===== config.mk =====
export PLATFORM = sky130hd
export DESIGN_NAME = ipv4_receive_filter_core
export DESIGN_NICKNAME = d
export VERILOG_FILES = /design/src/hw/rtl/ipv4rf_pkg.sv /design/src/hw/rtl/ipv4rf_parse.sv /design/src/hw/rtl/ipv4_receive_filter_core.sv
export VERILOG_INCLUDE_DIRS = /design/src /design/src/hw/rtl
export SDC_FILE = /design/constraint.sdc
export NUM_CORES = 1
export LEC_CHECK = 0
export ABC_AREA = 0
export ABC_CLOCK_PERIOD_IN_PS = 8000
export BUFFER_PORTS_ARGS = -buffer_cell sky130_fd_sc_hd__buf_2
export CORE_ASPECT_RATIO = 0.7
export CORE_UTILIZATION = 59
export DETAILED_ROUTE_END_ITERATION = 6
export GPL_TIMING_DRIVEN = 0
export PLACE_DENSITY = 0.81
export SLEW_MARGIN = 20
export SYNTH_ARGS = -nofsm -noshare
export SYNTH_HDL_FRONTEND = slang
export SYNTH_SLANG_ARGS = --single-unit
export TNS_END_PERCENT = 20

===== constraint.sdc =====
create_clock -name i_clk -period 8 [get_ports i_clk]
set_input_delay 0.4 -clock i_clk [delete_from_list [all_inputs] [get_ports i_clk]]
set_output_delay 0.4 -clock i_clk [all_outputs]
set_load 0.03 [all_outputs]

===== src/hw/rtl/ipv4_receive_filter_core_assert.svh =====
// Assertion macros shared by the receive filter RTL.
// IPV4RF_ASSERT checks a property while reset is released.
// IPV4RF_ASSERT_ALWAYS checks a property on every clock edge.
`ifndef IPV4_RECEIVE_FILTER_CORE_ASSERT_SVH
`define IPV4_RECEIVE_FILTER_CORE_ASSERT_SVH

`ifndef SYNTHESIS
`define IPV4RF_ASSERT(lbl, clk, rst_n, prop, msg) \
    lbl: assert property (@(posedge clk) disable iff (!rst_n) prop) else $error(msg);
`define IPV4RF_ASSERT_ALWAYS(lbl, clk, prop, msg) \
    lbl: assert property (@(posedge clk) prop) else $error(msg);
`else
`define IPV4RF_ASSERT(lbl, clk, rst_n, prop, msg)
`define IPV4RF_ASSERT_ALWAYS(lbl, clk, prop, msg)
`endif

`endif


===== src/hw/rtl/ipv4rf_pkg.sv =====
`timescale 1ns / 1ps

package ipv4rf_pkg;

    // Header field values
    localparam logic [3:0] IP_VERSION    = 4'd4;
    localparam logic [3:0] MIN_IHL_WORDS = 4'd5;
    localparam logic [7:0] PROTO_ICMP    = 8'd1;
    localparam logic [7:0] PROTO_UDP     = 8'd17;
    localparam logic [7:0] BCAST_BYTE    = 8'hFF;

    // Byte offsets inside the header
    localparam logic [15:0] POS_VER_IHL   = 16'd0;
    localparam logic [15:0] POS_LEN_HI    = 16'd2;
    localparam logic [15:0] POS_LEN_LO    = 16'd3;
    localparam logic [15:0] POS_PROTO     = 16'd9;
    localparam logic [15:0] POS_SRC_FIRST = 16'd12;
    localparam logic [15:0] POS_SRC_LAST  = 16'd15;
    localparam logic [15:0] POS_DST_FIRST = 16'd16;
    localparam logic [15:0] POS_DST_LAST  = 16'd19;
    localparam logic [15:0] COUNT_MAX     = 16'hFFFF;

    // Result kinds
    localparam logic KIND_PAYLOAD = 1'b0;
    localparam logic KIND_EMPTY   = 1'b1;

    // Destination match flags: bit 0 local, bit 1 broadcast
    localparam logic [1:0] DEST_MATCH_ALL = 2'b11;

    typedef struct packed {
        logic        valid;
        logic        kind;
        logic [7:0]  payload;
        logic        proto_class;
        logic [31:0] src_addr;
        logic        last;
    } t_result;

endpackage


===== src/hw/rtl/ipv4rf_parse.sv =====
`timescale 1ns / 1ps
`include "ipv4_receive_filter_core_assert.svh"

module ipv4rf_parse
    import ipv4rf_pkg::*;
(
    input  logic          i_clk,
    input  logic          i_rst_n,
    input  logic          i_cfg_wr_en,
    input  logic [31:0]   i_cfg_wr_data,
    input  logic          i_proc,
    input  logic [7:0]    i_data,
    input  logic          i_last,
    output t_result       o_res
);

    logic [31:0] r_local;
    logic [15:0] r_pos,     n_pos;
    logic [3:0]  r_words,   n_words;
    logic [15:0] r_len,     n_len;
    logic [7:0]  r_proto,   n_proto;
    logic [31:0] r_src,     n_src;
    logic [1:0]  r_dest,    n_dest;
    logic [15:0] r_cnt,     n_cnt;
    logic        r_dropped, n_dropped;

    logic        drop_now;
    logic [7:0]  local_byte;
    logic [15:0] hlen;
    logic [15:0] limit;
    logic        len_ok;
    logic        hdr_done;
    logic        at_hdr_end;
    logic        in_payload;
    logic        cnt_below;
    logic        cnt_hits;

    always_comb begin
        unique case (r_pos[1:0])
            2'd0:    local_byte = r_local[31:24];
            2'd1:    local_byte = r_local[23:16];
            2'd2:    local_byte = r_local[15:8];
            default: local_byte = r_local[7:0];
        endcase
    end

    assign hlen       = {10'd0, r_words, 2'b00};
    assign len_ok     = r_len >= hlen;
    assign limit      = r_len - hlen;
    assign at_hdr_end = r_pos == (hlen - 16'd1);
    assign in_payload = r_pos >= hlen;
    assign cnt_below  = r_cnt < limit;
    assign cnt_hits   = ({1'b0, r_cnt} + 17'd1) == {1'b0, limit};

    // Header capture and drop decisions
    always_comb begin
        n_words  = r_words;
        n_len    = r_len;
        n_proto  = r_proto;
        n_src    = r_src;
        n_dest   = r_dest;
        drop_now = 1'b0;
        if (r_pos == POS_VER_IHL) begin
            n_words  = i_data[3:0];
            drop_now = (i_data[7:4] != IP_VERSION) || (i_data[3:0] < MIN_IHL_WORDS);
        end else if (r_pos == POS_LEN_HI) begin
            n_len = {i_data, r_len[7:0]};
        end else if (r_pos == POS_LEN_LO) begin
            n_len = {r_len[15:8], i_data};
        end else if (r_pos == POS_PROTO) begin
            n_proto  = i_data;
            drop_now = (i_data != PROTO_ICMP) && (i_data != PROTO_UDP);
        end else if (r_pos >= POS_SRC_FIRST && r_pos <= POS_SRC_LAST) begin
            n_src = {r_src[23:0], i_data};
        end else if (r_pos >= POS_DST_FIRST && r_pos <= POS_DST_LAST) begin
            n_dest = r_dest & {i_data == BCAST_BYTE, i_data == local_byte};
            drop_now = (r_pos == POS_DST_LAST) && (n_dest == 2'b00);
        end
    end

    assign hdr_done = !r_dropped && !drop_now && (r_pos >= POS_DST_LAST);

    // Result and payload count
    always_comb begin
        o_res             = '0;
        o_res.proto_class = r_proto == PROTO_UDP;
        o_res.src_addr    = r_src;
        n_cnt             = r_cnt;
        if (i_proc && hdr_done) begin
            if (at_hdr_end) begin
                o_res.valid = i_last || (len_ok && limit == 16'd0);
                o_res.kind  = KIND_EMPTY;
                o_res.last  = 1'b1;
            end else if (in_payload && (!len_ok || cnt_below)) begin
                o_res.valid   = 1'b1;
                o_res.kind    = KIND_PAYLOAD;
                o_res.payload = i_data;
                o_res.last    = i_last || (len_ok && cnt_hits);
                if (r_cnt != COUNT_MAX) begin
                    n_cnt = r_cnt + 16'd1;
                end
            end
        end
    end

    assign n_dropped = r_dropped || drop_now;
    assign n_pos     = (r_pos == COUNT_MAX) ? r_pos : r_pos + 16'd1;

    always_ff @(posedge i_clk) begin
        if (!i_rst_n) begin
            r_local <= '0;
        end else if (i_cfg_wr_en) begin
            r_local <= i_cfg_wr_data;
        end
    end

    always_ff @(posedge i_clk) begin
        if (!i_rst_n) begin
            r_pos     <= '0;
            r_words   <= '0;
            r_len     <= '0;
            r_proto   <= '0;
            r_src     <= '0;
            r_dest    <= DEST_MATCH_ALL;
            r_cnt     <= '0;
            r_dropped <= 1'b0;
        end else if (i_proc) begin
            if (i_last) begin
                r_pos     <= '0;
                r_words   <= '0;
                r_len     <= '0;
                r_proto   <= '0;
                r_src     <= '0;
                r_dest    <= DEST_MATCH_ALL;
                r_cnt     <= '0;
                r_dropped <= 1'b0;
            end else if (!r_dropped) begin
                r_pos     <= n_pos;
                r_words   <= n_words;
                r_len     <= n_len;
                r_proto   <= n_proto;
                r_src     <= n_src;
                r_dest    <= n_dest;
                r_cnt     <= n_cnt;
                r_dropped <= n_dropped;
            end else begin
                r_pos <= n_pos;
            end
        end
    end

    `IPV4RF_ASSERT(a_last_restarts, i_clk, i_rst_n, i_proc && i_last |=> r_pos == '0 && !r_dropped, "position not cleared after last byte")
    `IPV4RF_ASSERT(a_no_result_when_dropped, i_clk, i_rst_n, r_dropped |-> !o_res.valid, "result from dropped packet")
    `IPV4RF_ASSERT(a_dest_matched, i_clk, i_rst_n, !r_dropped && r_pos > POS_DST_LAST |-> r_dest != 2'b00, "accepted packet without destination match")
    `IPV4RF_ASSERT(a_empty_notice_form, i_clk, i_rst_n, o_res.valid && o_res.kind == KIND_EMPTY |-> o_res.last && o_res.payload == '0, "malformed empty payload notice")

endmodule


===== src/hw/rtl/ipv4_receive_filter_core.sv =====
`timescale 1ns / 1ps
// Path: a byte's s_axis transaction reaches its result's m_axis transaction through
// the input register, then the result register.
// Throughput: one byte per cycle, set by the single-pass header logic between the
// input register and the result register; m_axis backpressure stalls both registers.
// Reset (i_rst_n low, synchronous): empties both registers, clears local address to 0
// and returns the parser to the start of a packet.
`include "ipv4_receive_filter_core_assert.svh"

module ipv4_receive_filter_core
    import ipv4rf_pkg::*;
(
    input  logic        i_clk,
    input  logic        i_rst_n,

    // Local address register
    input  logic        i_cfg_wr_en,
    input  logic [31:0] i_cfg_wr_data,

    // Packet byte stream
    input  logic        s_axis_tvalid,
    output logic        s_axis_tready,
    input  logic [7:0]  s_axis_tdata,   // [7:0] data_byte
    input  logic        s_axis_tlast,   // last_byte

    // Payload stream
    output logic        m_axis_tvalid,
    input  logic        m_axis_tready,
    output logic [39:0] m_axis_tdata,   // [7:0] payload_byte, [39:8] source_address
    output logic [1:0]  m_axis_tuser,   // [0] kind, [1] protocol_class
    output logic        m_axis_tlast    // payload_end
);

    // Input register: one byte waiting to be parsed
    logic       r_in_valid;
    logic [7:0] r_in_data;
    logic       r_in_last;

    // Result register
    logic        r_out_valid;
    logic        r_out_kind;
    logic [7:0]  r_out_payload;
    logic        r_out_proto;
    logic [31:0] r_out_src;
    logic        r_out_last;

    logic    w_adv;     // result register can take a new value this cycle
    logic    w_proc;    // parse the byte in the input register this cycle
    t_result w_res;

    // Advance whenever the result register is empty or being drained. The input
    // register refills in the same cycle it hands its byte over, so bytes flow
    // one per cycle while m_axis keeps up.
    assign w_adv         = !r_out_valid || m_axis_tready;
    assign w_proc        = r_in_valid && w_adv;
    assign s_axis_tready = !r_in_valid || w_adv;

    always_ff @(posedge i_clk) begin
        if (!i_rst_n) begin
            r_in_valid <= 1'b0;
        end else if (s_axis_tready) begin
            r_in_valid <= s_axis_tvalid;
        end
    end

    // Hold payload until the transaction is taken
    always_ff @(posedge i_clk) begin
        if (s_axis_tvalid && s_axis_tready) begin
            r_in_data <= s_axis_tdata;
            r_in_last <= s_axis_tlast;
        end
    end

    // Header tracking, filtering and result generation
    ipv4rf_parse u_parse (
        .i_clk         (i_clk),
        .i_rst_n       (i_rst_n),
        .i_cfg_wr_en   (i_cfg_wr_en),
        .i_cfg_wr_data (i_cfg_wr_data),
        .i_proc        (w_proc),
        .i_data        (r_in_data),
        .i_last        (r_in_last),
        .o_res         (w_res)
    );

    // Bytes that produce no result (header, dropped, past the length) just
    // leave the result register empty.
    always_ff @(posedge i_clk) begin
        if (!i_rst_n) begin
            r_out_valid <= 1'b0;
        end else if (w_adv) begin
            r_out_valid <= w_res.valid;
        end
    end

    always_ff @(posedge i_clk) begin
        if (w_adv && w_res.valid) begin
            r_out_kind    <= w_res.kind;
            r_out_payload <= w_res.payload;
            r_out_proto   <= w_res.proto_class;
            r_out_src     <= w_res.src_addr;
            r_out_last    <= w_res.last;
        end
    end

    assign m_axis_tvalid = r_out_valid;
    assign m_axis_tdata  = {r_out_src, r_out_payload};
    assign m_axis_tuser  = {r_out_proto, r_out_kind};
    assign m_axis_tlast  = r_out_last;

    `IPV4RF_ASSERT(a_stall_only_when_full, i_clk, i_rst_n, !s_axis_tready |-> r_in_valid && r_out_valid, "input stalled with free space")
    `IPV4RF_ASSERT(a_byte_held_on_stall, i_clk, i_rst_n, r_in_valid && !w_adv |=> r_in_valid && $stable(r_in_data) && $stable(r_in_last), "pending byte lost under stall")
    `IPV4RF_ASSERT(a_result_loaded, i_clk, i_rst_n, w_adv |=> r_out_valid == $past(w_res.valid), "result register missed a parse result")
    `IPV4RF_ASSERT_ALWAYS(a_no_parse_without_byte, i_clk, w_proc |-> r_in_valid, "parse enabled with empty input register")

endmodule

==> run summary, run 1 <==
Run status
* status: finished, final reports clean

STA
* Hold Slack: 0.1410 ns
* Final period util: 0.6230
* setup clock skew after layout: 0.01090 ns
* number of setup violations in the final report: 0
* worst slew slack as a fraction of its limit: 0.4587
* actual transition at the worst max-transition pin: 0.8120 ns
* unrepaired setup endpoints after global routing: false
* count of final max-slew check failures: 0
* minimum clock period after layout: 4.984 ns
* Final Hold Violating Endpoints: 0
* setup_tns: 0 ns
* Max Clk Rate: 200.7 MHz

Power
* part of the total power dissipated in combinational logic: 0.105
* leakage: 3.887 nW
* total power density per cell area: 197.3 mW/mm²
* clock group share of total power: 0.410
* power spent charging and discharging nets: 0.0005522 W
* maximum resistive drop on vdd: 111.7 µV
* power share of the sequential group: 0.485
* Power Internal: 0.001461 W
* Final Total Pwr: 0.002013 W
* switching power as a share of total power: 0.2743

Floorplan
* Floorplan Core Area: 0.01468 mm²
* initial standard-cell utilization of the core: 0.6050
* number of top-level pins: 91
* area of the die: 0.01555 mm²
* width of the die: 148.6 µm
* total number of placement rows: 37
* Die Ht: 104.6 µm

Min path
* path class of the lowest-slack min-delay path: in2reg
* Worst Hold Endpoint: r_in_data[7]$_DFFE_PP_
* Hold Path Depth: 1
* Worst Min Path Start: s_axis_tdata[7]

Synthesis
* Syn Nets: 992
* area fraction of the dominant cell type after synthesis: 0.2909
* Post-synth EDFFs: 52
* share of the yosys chip area belonging to registers: 0.4667
* distinct cell type count of the synthesized netlist: 70
* number of warnings reported in the yosys synthesis log: 0
* Synth Instances: 914
* flip-flop and latch count after synthesis: 181
* Netlist Area Pre-Place: 0.008879 mm²
* Async S/R FF share, synth: 0
* ranking of synthesized cells by area: dfxtp_1 (29%), edfxtp_1 (18%), mux2i_1 (5.9%)
* most area-hungry cell type in the Yosys netlist: dfxtp_1
* mean instance size in the synthesized netlist: 9.714 µm²
* Main synth FF type: dfxtp_1

Route
* Final ANT Viol Nets: 0
* DRT Wirelength: 22.35 mm
* post-route DRC violation count: 0
* via density per instance: 6.075
* total via count in the routed design: 7490
* routed wire length per instance: 18.13 µm
* number of DRC markers in iteration 0: 871
* number of search-and-repair iterations in the first detailed-routing pass: 6

Placed design
* count of port buffers added during placement: 89
* number of placed cells counting well taps: 1201
* half-perimeter wire length after detailed placement: 16.10 mm
* final weighted congestion of routability-driven global placement: 0.8938

Worst setup path
* kind of end point of the critical path: flip-flop
* cell breakdown of the critical path: inv_1 > ha_1 > o21ai_0 > a21oi_1 > o21ai_0 > and2_1 > ha_1 > nand4_1 > a211oi_1 > o41ai_1 > a2111o_2 > o211ai_2 > or4_1 > clkbuf_1 > nor2_4 > buf_6 > a221o_2
* crit path max-delay cell type: a21oi_1
* critical path start-end classification: reg2reg
* reg-to-reg critical path endpoint: u_parse.r_cnt[8]$_SDFFE_PN0P_
* Reg2Reg Launch Point: u_parse.r_words[3]$_SDFFE_PN0P_
* required time reported for the critical path endpoint: 8.33 ns
* Setup crit start: u_parse.r_words[3]$_SDFFE_PN0P_
* maximum fanout count along the critical path: 10
* CP bufs+invs: 3
* worst stage delay on the critical path: 0.52 ns
* crit path DAT: 5.31 ns
* cell count of the worst reg-to-reg path: 17
* category of cells accounting for the largest share of critical-path delay: compound AO/OA/AOI/OAI gates
* nature of the critical path startpoint: flip-flop
* flop-to-flop setup slack: 3.02 ns

Finish
* most common cell after layout, fill and taps aside: dfxtp_1
* final core utilization: 0.6951
* layout cell share with drive strength beyond 1: 0.1638
* signed area change from the synthesized netlist to the final layout: 14.90%
* Non-Filler Instances: 1233
* antenna diode count: 0
* commonest cells after routing, fill and taps aside: dfxtp_1 (129), nor2_1 (97), buf_2 (96), nand2_1 (77), a21oi_1 (63)
* count of nets after finishing: 1103

Global route
* total gr overflow: 0
* overall track demand over capacity in global routing: 0.2998
* antenna violations before repair: 0
* global-route wire length before repair: 36.41 mm
* largest net degree at the start of global routing: 20
* via count of the first global-routing pass: 6969

Flow run
* reported max-cap violation count: 0

Clock network
* Post-CTS Repair Setup Buffers: 0
* clock sink total: 181
* number of buffers inserted for hold repair after clock tree synthesis: 0
* post-CTS clock slew at the launch and capture registers of the worst setup and hold paths: 0.07 ns
* TritonCTS clock tree: built
* number of H-tree levels: 4
* total clock buffers created by CTS: 17
* clock tree root driver cell: clkbuf_16
* total of cells resized after clock tree synthesis: 0
* Clock Latency Late Sink: 0.43 ns
* Max clock buf depth: 2

==> Yosys cell counts, types with 6 or more instances <==
| master | instances |
|---|---|
| buf_2 | 7 |
| a211oi_1 | 8 |
| nor2b_1 | 11 |
| or3_1 | 11 |
| o21ai_0 | 27 |
| dfxtp_1 | 129 |
| nor3_1 | 19 |
| and2_1 | 7 |
| mux2i_1 | 52 |
| nand3_1 | 21 |
| a21oi_1 | 63 |
| ha_1 | 31 |
| nor2_1 | 97 |
| inv_1 | 29 |
| a22oi_1 | 8 |
| and3_1 | 12 |
| nand4_1 | 13 |
| xnor2_1 | 36 |
| nor4_1 | 13 |
| buf_6 | 6 |
| clkbuf_1 | 30 |
| nand2_1 | 77 |
| nand3b_1 | 32 |
| a221o_1 | 6 |
| edfxtp_1 | 52 |
| xor2_1 | 15 |
| buf_1 | 7 |
| a221o_2 | 6 |
| or2_2 | 6 |
| a222oi_1 | 8 |
| nor4b_1 | 6 |
==> cell type report <==
type	count	area (µm²)
Tap cell	195	244.0
Multi-Input combinational cell	650	4363
Buffer	53	271.5
Timing Repair Buffer	92	486.7
Fill cell	1097	4474
Clock inverter	15	153.9
Inverter	30	112.6
Sequential cell	181	4144
Clock buffer	17	425.4
==> power by group through the flow <==
stage          clock network, W  logic, W  registers [W]
2_1_floorplan                 0  0.000149       0.000987
6_report               0.000825  0.000211       0.000977
3_3_place_gp                  0  0.000197       0.000995
5_1_grt                0.000868  0.000228       0.000978
4_1_cts                0.000831  0.000206       0.000975
3_5_place_dp                  0  0.000202       0.000996
==> registers in the layout, indices dropped and copies added (netlist names), 2 cells and up <==
| name | count |
|---|---|
| r_out_src | 32 |
| u_parse.r_local | 32 |
| u_parse.r_src | 32 |
| u_parse.r_cnt | 16 |
| u_parse.r_len | 16 |
| u_parse.r_pos | 16 |
| r_in_data | 8 |
| r_out_payload | 8 |
| u_parse.r_proto | 8 |
| u_parse.r_words | 4 |
| u_parse.r_dest | 2 |
==> how the worst max path moves through the flow <==
stage	to	slack, ns	cells after the start
after floorplan	m_axis_tlast$_SDFFCE_PN0P_	1.41	11
after global placement	r_out_src[25]$_DFFE_PP_	-0.60	13
after detailed placement	u_parse.r_cnt[8]$_SDFFE_PN0P_	3.24	17
after CTS	u_parse.r_cnt[8]$_SDFFE_PN0P_	3.18	17
after global routing	u_parse.r_cnt[8]$_SDFFE_PN0P_	2.91	17
final	u_parse.r_cnt[8]$_SDFFE_PN0P_	3.02	17
==> layer usage <==
| metal | vias up | GRT usage | share of wire |
|---|---|---|---|
| met5 | - | 0 | 0 |
| li1 | 3516 | - | - |
| met4 | 0 | 0.07437 | 0.012 |
| met3 | 28 | 0.05721 | 0.10 |
| met1 | 3552 | 0.4526 | 0.46 |
| met2 | 394 | 0.4366 | 0.43 |
==> cells by family (layout without fill, tap and decap cells) <==
family	after synthesis	after routing	share of synthesized area
AOI/OAI and AO/OA	158	158	0.1196
adders and majority gates	32	32	0.04594
xor gates and xnor gates	53	53	0.05538
DFF	181	181	0.4667
and+or+nand+nor	352	352	0.2066
muxes	55	55	0.06243
buffers and inverters	83	207	0.04326
==> metrics by stage <==
| step | setup slack [ns] | instance area (µm²) |
|---|---|---|
| CTS | 3.178 | 10200 |
| detailed placement | 3.244 | 9622 |
| floorplan | 1.410 | 8879 |
| global placement | -0.5996 | 9568 |
| global route | 2.912 | 10200 |
| finish | 3.016 | 10200 |
No activity file was read; power rests on OpenSTA's default activity.
==> run 2, diff against run 1 <==
- ABC_AREA: 0 -> 1
- ABC_CLOCK_PERIOD_IN_PS: 8000 -> 4700
- CORE_UTILIZATION: 59 -> 60
- PLACE_DENSITY: 0.81 -> 0.82
- clock period: 8 -> 4.7 ns (I/O delays scaled with it)
==> run summary, run 2 <==
Route
* post-route DRC violation count: 0
* via density per instance: 5.709
* routed wire length per instance: 16.50 µm
* number of DRC markers in iteration 0: 873
* DRT Wirelength: 25.09 mm
* number of search-and-repair iterations in the first detailed-routing pass: 7
* total via count in the routed design: 8684
* Final ANT Viol Nets: 0

Worst setup path
* nature of the critical path startpoint: flip-flop
* worst stage delay on the critical path: 0.46 ns
* Setup crit start: u_parse.r_words[0]$_SDFFE_PN0P_
* critical path start-end classification: reg2reg
* Reg2Reg Launch Point: u_parse.r_words[0]$_SDFFE_PN0P_
* kind of end point of the critical path: flip-flop
* crit path max-delay cell type: fa_1
* flop-to-flop setup slack: 0.52 ns
* crit path DAT: 4.32 ns
* CP bufs+invs: 5
* category of cells accounting for the largest share of critical-path delay: adder cells
* required time reported for the critical path endpoint: 4.84 ns
* cell breakdown of the critical path: ha_1 > inv_1 > fa_1 > nand3_1 > nand2_2 > nor2_2 > nand2_1 > o21ai_0 > nand2_1 > ha_1 > nand2_1 > inv_1 > nand3_1 > inv_1 > a21oi_1 > o21ai_0 > a21oi_2 > o21ai_0 > nand2_1 > nand2_1 > inv_2 > buf_12
* most common cell type on the critical path: nand2_1
* maximum fanout count along the critical path: 33

Synthesis
* Syn Nets: 1271
* Netlist Area Pre-Place: 0.009259 mm²
* cell types with the highest counts after synthesis: nand2_1 (217), nor2_1 (151), dfxtp_1 (129)
* Post-synth EDFFs: 52
* fraction of the mapped netlist area in simple logic gates: 0.2778
* multiplexer share of the synthesized area: 0
* mean instance size in the synthesized netlist: 7.761 µm²
* count leader, synth: nand2_1
* area fraction of the dominant cell type after synthesis: 0.2789
* distinct cell type count of the synthesized netlist: 44
* Synth Instances: 1193
* flip-flop and latch count after synthesis: 181
* synthesized-area fraction occupied by xor and xnor cells: 0.03500
* most area-hungry cell type in the Yosys netlist: dfxtp_1
* number of warnings reported in the yosys synthesis log: 0
* Async S/R FF share, synth: 0
* share of the synthesized area in compound gates (AO/OA/AOI/OAI): 0.1238
* share of the yosys chip area belonging to registers: 0.4476
* ranking of synthesized cells by area: dfxtp_1 (28%), edfxtp_1 (17%), nand2_1 (8.8%)
* Main synth FF type: dfxtp_1
* largest family of logic cells by synthesized area: simple AND/OR/NAND/NOR gates
* adder-cell share of the synthesized area: 0.04405

Floorplan
* Floorplan Core Area: 0.01486 mm²
* initial standard-cell utilization of the core: 0.6231
* total number of placement rows: 37
* number of top-level pins: 91
* Die Ht: 105.9 µm
* area of the die: 0.01594 mm²
* width of the die: 150.5 µm

STA
* Max Clk Rate: 239.3 MHz
* count of final max-slew check failures: 0
* Final period util: 0.8892
* Hold Slack: 0.01372 ns
* actual transition at the worst max-transition pin: 0.8675 ns
* Final Hold Violating Endpoints: 0
* worst slew slack as a fraction of its limit: 0.4217
* number of setup violations in the final report: 0
* unrepaired setup endpoints after global routing: false
* minimum clock period after layout: 4.179 ns
* setup clock skew after layout: 0.02082 ns

Min path
* Worst Min Path Start: i_cfg_wr_data[31]
* path class of the lowest-slack min-delay path: in2reg

Finish
* count of nets after finishing: 1391
* most common cell after layout, fill and taps aside: nand2_1
* fill cell count: 1167
* Non-Filler Instances: 1521
* antenna diode count: 0
* final core utilization: 0.7225
* registers with the most flip-flops: r_out_src (32), u_parse.r_local (32), u_parse.r_src (32)
* commonest cells after routing, fill and taps aside: nand2_1 (217), nor2_1 (151), dfxtp_1 (129), nand3_1 (108), inv_1 (106)
* layout cell share with drive strength beyond 1: 0.1493
* signed area change from the synthesized netlist to the final layout: 15.96%

Global route
* largest net degree at the start of global routing: 34
* via count of the first global-routing pass: 8008
* overall track demand over capacity in global routing: 0.3319
* met2 capacity usage during global routing: 0.4799
* GR Util met3: 0.08069
* met1 usage: 0.4871
* antenna violations before repair: 0
* global-route wire length before repair: 40.61 mm
* total gr overflow: 0
* busiest layer in global routing: met1

Clock network
* clock sink total: 181
* Clock Latency Late Sink: 0.45 ns
* total of cells resized after clock tree synthesis: 0
* number of H-tree levels: 4
* post-CTS clock slew at the launch and capture registers of the worst setup and hold paths: 0.08 ns
* Max clock buf depth: 2
* TritonCTS clock tree: built
* total clock buffers created by CTS: 17
* clock tree root driver cell: clkbuf_16

Placed design
* count of port buffers added during placement: 90
* final weighted congestion of routability-driven global placement: 0.9568
* half-perimeter wire length after detailed placement: 17.96 mm
* number of placed cells counting well taps: 1479

Power
* total power density per cell area: 343.6 mW/mm²
* leakage: 4.556 nW
* Final Total Pwr: 0.003689 W
* maximum resistive drop on vdd: 216.4 µV

Flow run
* reported max-cap violation count: 0

Run status
* status: finished, final reports clean

==> run 2: where the power goes <==
| part | internal [W] | switching (W) |
|---|---|---|
| clock | 0.000771 | 0.000822 |
| combinational | 0.000144 | 0.000288 |
| sequential | 0.00164 | 0.0000290 |
| total | 0.00255 | 0.00114 |
==> run 2: per-layer routing <==
| layer | vias up | part of all wire |
|---|---|---|
| met2 | 417 | 0.42 |
| li1 | 4220 | - |
| met5 | - | 0 |
| met3 | 48 | 0.10 |
| met1 | 3999 | 0.46 |
| met4 | 0 | 0.019 |
==> run 2: layout make-up <==
| type | count | area, µm² | area share |
|---|---|---|---|
| clock inverter | 15 | 237.7 | 0.02214 |
| buffer | 47 | 232.7 | 0.02168 |
| timing repair buffer | 101 | 570.5 | 0.05314 |
| clock buffer | 17 | 425.4 | 0.03962 |
| multi-input combinational | 850 | 4451 | 0.4145 |
| sequential | 181 | 4144 | 0.3860 |
| tap | 195 | 244.0 | 0.02272 |
| inverter | 115 | 431.7 | 0.04021 |
==> run 2: repair_timing <==
action                                 4_1_cts  5_1_grt
buffers inserted                             0        0
hold buffers                                10        0
endpoints found under the hold margin       10        0
==> run 2: stage by stage <==
step	instance area [µm²]	TNS, ns	worst slack (ns)
finish	10740	0	0.5206
floorplan	9259	0	0.6702
CTS	10740	0	0.5392
detailed placement	9973	0	0.5778
global route	10740	0	0.2156
global placement	9953	-8.423	-0.2017
==> run 2: logic make-up after synthesis <==
| kind of cell | Yosys count |
|---|---|
| fa+ha+maj | 32 |
| buf+inv | 162 |
| compound gates | 213 |
| flops | 181 |
| simple gates | 568 |
| xor+xnor | 37 |
==> run 2: path summary, 6_finish.rpt <==
path / to / cells after the start
setup / recovery: r_out_proto$_DFFE_PP_ / 22
setup reg to reg: r_out_proto$_DFFE_PP_ / 22
hold / removal: u_parse.r_local[31]$_SDFFE_PN0P_ / 3
hold reg to reg: r_out_src[28]$_DFFE_PP_ / 0
==> run 2: worst min-delay path, cell delays in order <==
cell	delay, ns
buf_2	0.07
nor2_1	0.04
nor2_1	0.08
==> run 3, diff against run 2 <==
- REMOVE_ABC_BUFFERS: default -> 1
==> run summary, run 3 (same netlist as run 2, synthesis figures left out) <==
Placed design
* number of placed cells counting well taps: 1433
* count of port buffers added during placement: 90
* half-perimeter wire length after detailed placement: 15.57 mm
* final weighted congestion of routability-driven global placement: 0.9355

Power
* leakage: 4.434 nW
* Power Internal: 0.002541 W
* switching power as a share of total power: 0.3028
* clock group share of total power: 0.431
* maximum resistive drop on vdd: 252.5 µV
* part of the total power dissipated in combinational logic: 0.113
* total power density per cell area: 346.7 mW/mm²
* power spent charging and discharging nets: 0.001104 W
* power share of the sequential group: 0.456

Worst setup path
* category of cells accounting for the largest share of critical-path delay: compound AO/OA/AOI/OAI gates
* crit path max-delay cell type: fa_1
* required time reported for the critical path endpoint: 4.84 ns
* cell breakdown of the critical path: ha_1 > inv_1 > fa_1 > nand3_1 > nand2_2 > nor2_2 > nand2_1 > o21ai_0 > nand2_1 > ha_1 > nand2_1 > inv_1 > nand3_1 > inv_1 > a21oi_1 > o21ai_0 > a21oi_2 > o21ai_0 > nand2_1 > nand2_1 > inv_2 > buf_12
* maximum fanout count along the critical path: 33
* kind of end point of the critical path: flip-flop
* CP bufs+invs: 5
* most common cell type on the critical path: nand2_1
* worst stage delay on the critical path: 0.46 ns
* crit path DAT: 4.25 ns
* nature of the critical path startpoint: flip-flop
* critical path start-end classification: reg2reg

Route
* via density per instance: 5.676
* DRT Wirelength: 23.20 mm
* number of search-and-repair iterations in the first detailed-routing pass: 6
* post-route DRC violation count: 0
* routed wire length per instance: 15.74 µm
* total via count in the routed design: 8366
* number of DRC markers in iteration 0: 797
* Final ANT Viol Nets: 0

Finish
* layout cell share with drive strength beyond 1: 0.1431
* final core utilization: 0.7074
* count of nets after finishing: 1344
* registers with the most flip-flops: r_out_src (32), u_parse.r_local (32), u_parse.r_src (32)
* fill cell count: 1181
* commonest cells after routing, fill and taps aside: nand2_1 (217), nor2_1 (151), dfxtp_1 (129), nand3_1 (108), a21oi_1 (105)
* Non-Filler Instances: 1474
* most common cell after layout, fill and taps aside: nand2_1
* signed area change from the synthesized netlist to the final layout: 13.54%
* antenna diode count: 0

Flow run
* reported max-cap violation count: 0

Global route
* total gr overflow: 0
* antenna violations before repair: 0
* largest net degree at the start of global routing: 62
* overall track demand over capacity in global routing: 0.3023
* via count of the first global-routing pass: 7817
* global-route wire length before repair: 37.84 mm

STA
* worst slew slack as a fraction of its limit: 0.2619
* count of final max-slew check failures: 0
* Max Clk Rate: 243.0 MHz
* unrepaired setup endpoints after global routing: false
* actual transition at the worst max-transition pin: 1.107 ns
* number of setup violations in the final report: 0
* Final Hold Violating Endpoints: 0
* minimum clock period after layout: 4.115 ns
* Final period util: 0.8756
* setup clock skew after layout: 0.02247 ns

Clock network
* total of cells resized after clock tree synthesis: 0
* clock sink total: 181
* number of H-tree levels: 4
* TritonCTS clock tree: built
* clock tree root driver cell: clkbuf_16
* Clock Latency Late Sink: 0.45 ns
* post-CTS clock slew at the launch and capture registers of the worst setup and hold paths: 0.09 ns
* total clock buffers created by CTS: 17
* Max clock buf depth: 2

Floorplan
* number of top-level pins: 91
* initial standard-cell utilization of the core: 0.6231
* width of the die: 150.5 µm
* total number of placement rows: 37
* area of the die: 0.01594 mm²
* Die Ht: 105.9 µm
* Floorplan Core Area: 0.01486 mm²

Min path
* path class of the lowest-slack min-delay path: in2reg

Run status
* status: finished, final reports clean

[run 3: cell count changes in the layout (fill, tap and decap cells not counted), sizes merged]
cell,previous run,this run
dlygate4sd3,10,9
clkinv,3,2
buf,115,92
inv,127,128
clkbuf,40,17
[run 3: timing repair]
item,CTS,global route
hold buffers,9,0
endpoints found under the hold margin,9,0
buffers inserted,0,0
endpoints found under the setup margin,0,0
[run 3: layout make-up]
cell class | instances | area (µm²) | area share
multi-input combinational | 850 | 4451 | 0.4234
sequential | 181 | 4144 | 0.3942
timing repair buffer | 101 | 588.1 | 0.05594
inverter | 115 | 434.2 | 0.04130
clock buffer | 17 | 425.4 | 0.04047
tap | 195 | 244.0 | 0.02321
clock inverter | 15 | 226.5 | 0.02154
[run 3: worst paths after layout]
check	start	endpoint	slack, ns	cells after the start
setup / recovery	u_parse.r_words[0]$_SDFFE_PN0P_	r_out_src[31]$_DFFE_PP_	0.58	22
hold / removal	i_cfg_wr_data[22]	u_parse.r_local[22]$_SDFFE_PN0P_	0.005	3
setup reg to reg	u_parse.r_words[0]$_SDFFE_PN0P_	r_out_src[31]$_DFFE_PP_	0.58	22
hold reg to reg	u_parse.r_src[25]$_SDFFE_PN0P_	r_out_src[25]$_DFFE_PP_	0.44	0
[run 3: worst min-delay path, stage by stage]
cell,delay [ns]
buf_2,0.07
nor2_1,0.03
nor2_1,0.08
[run 3: layer usage]
layer,GRT usage,vias up,wire [µm]
met4,0.08369,0,254
li1,-,4133,-
met3,0.06953,29,2228
met5,0,-,0
met1,0.4394,3851,10620
met2,0.4483,353,10100
[run 3: metrics by stage]
step           power, W  setup WS (ns)  hold slack [ns]  TNS [ns]  area [µm²]
2_1_floorplan  0.001969         0.6702           0.3339         0        9026
3_3_place_gp   0.002073        -0.1087           0.4115    -4.370        9721
4_1_cts        0.003641         0.6140         0.005689         0       10510
3_5_place_dp   0.002086         0.7110           0.4165         0        9771
6_report       0.003645         0.5847         0.004709         0       10510
5_1_grt        0.003766         0.2573         0.007643         0       10510
[run 3: power by group through the flow]
stage,Combinational [W],Clock (W),Sequential (W)
2_1_floorplan,0.000281,0,0.00169
3_3_place_gp,0.000379,0,0.00169
5_1_grt,0.000463,0.00164,0.00167
6_report,0.000413,0.00157,0.00166
4_1_cts,0.000406,0.00157,0.00166
3_5_place_dp,0.000391,0,0.00170
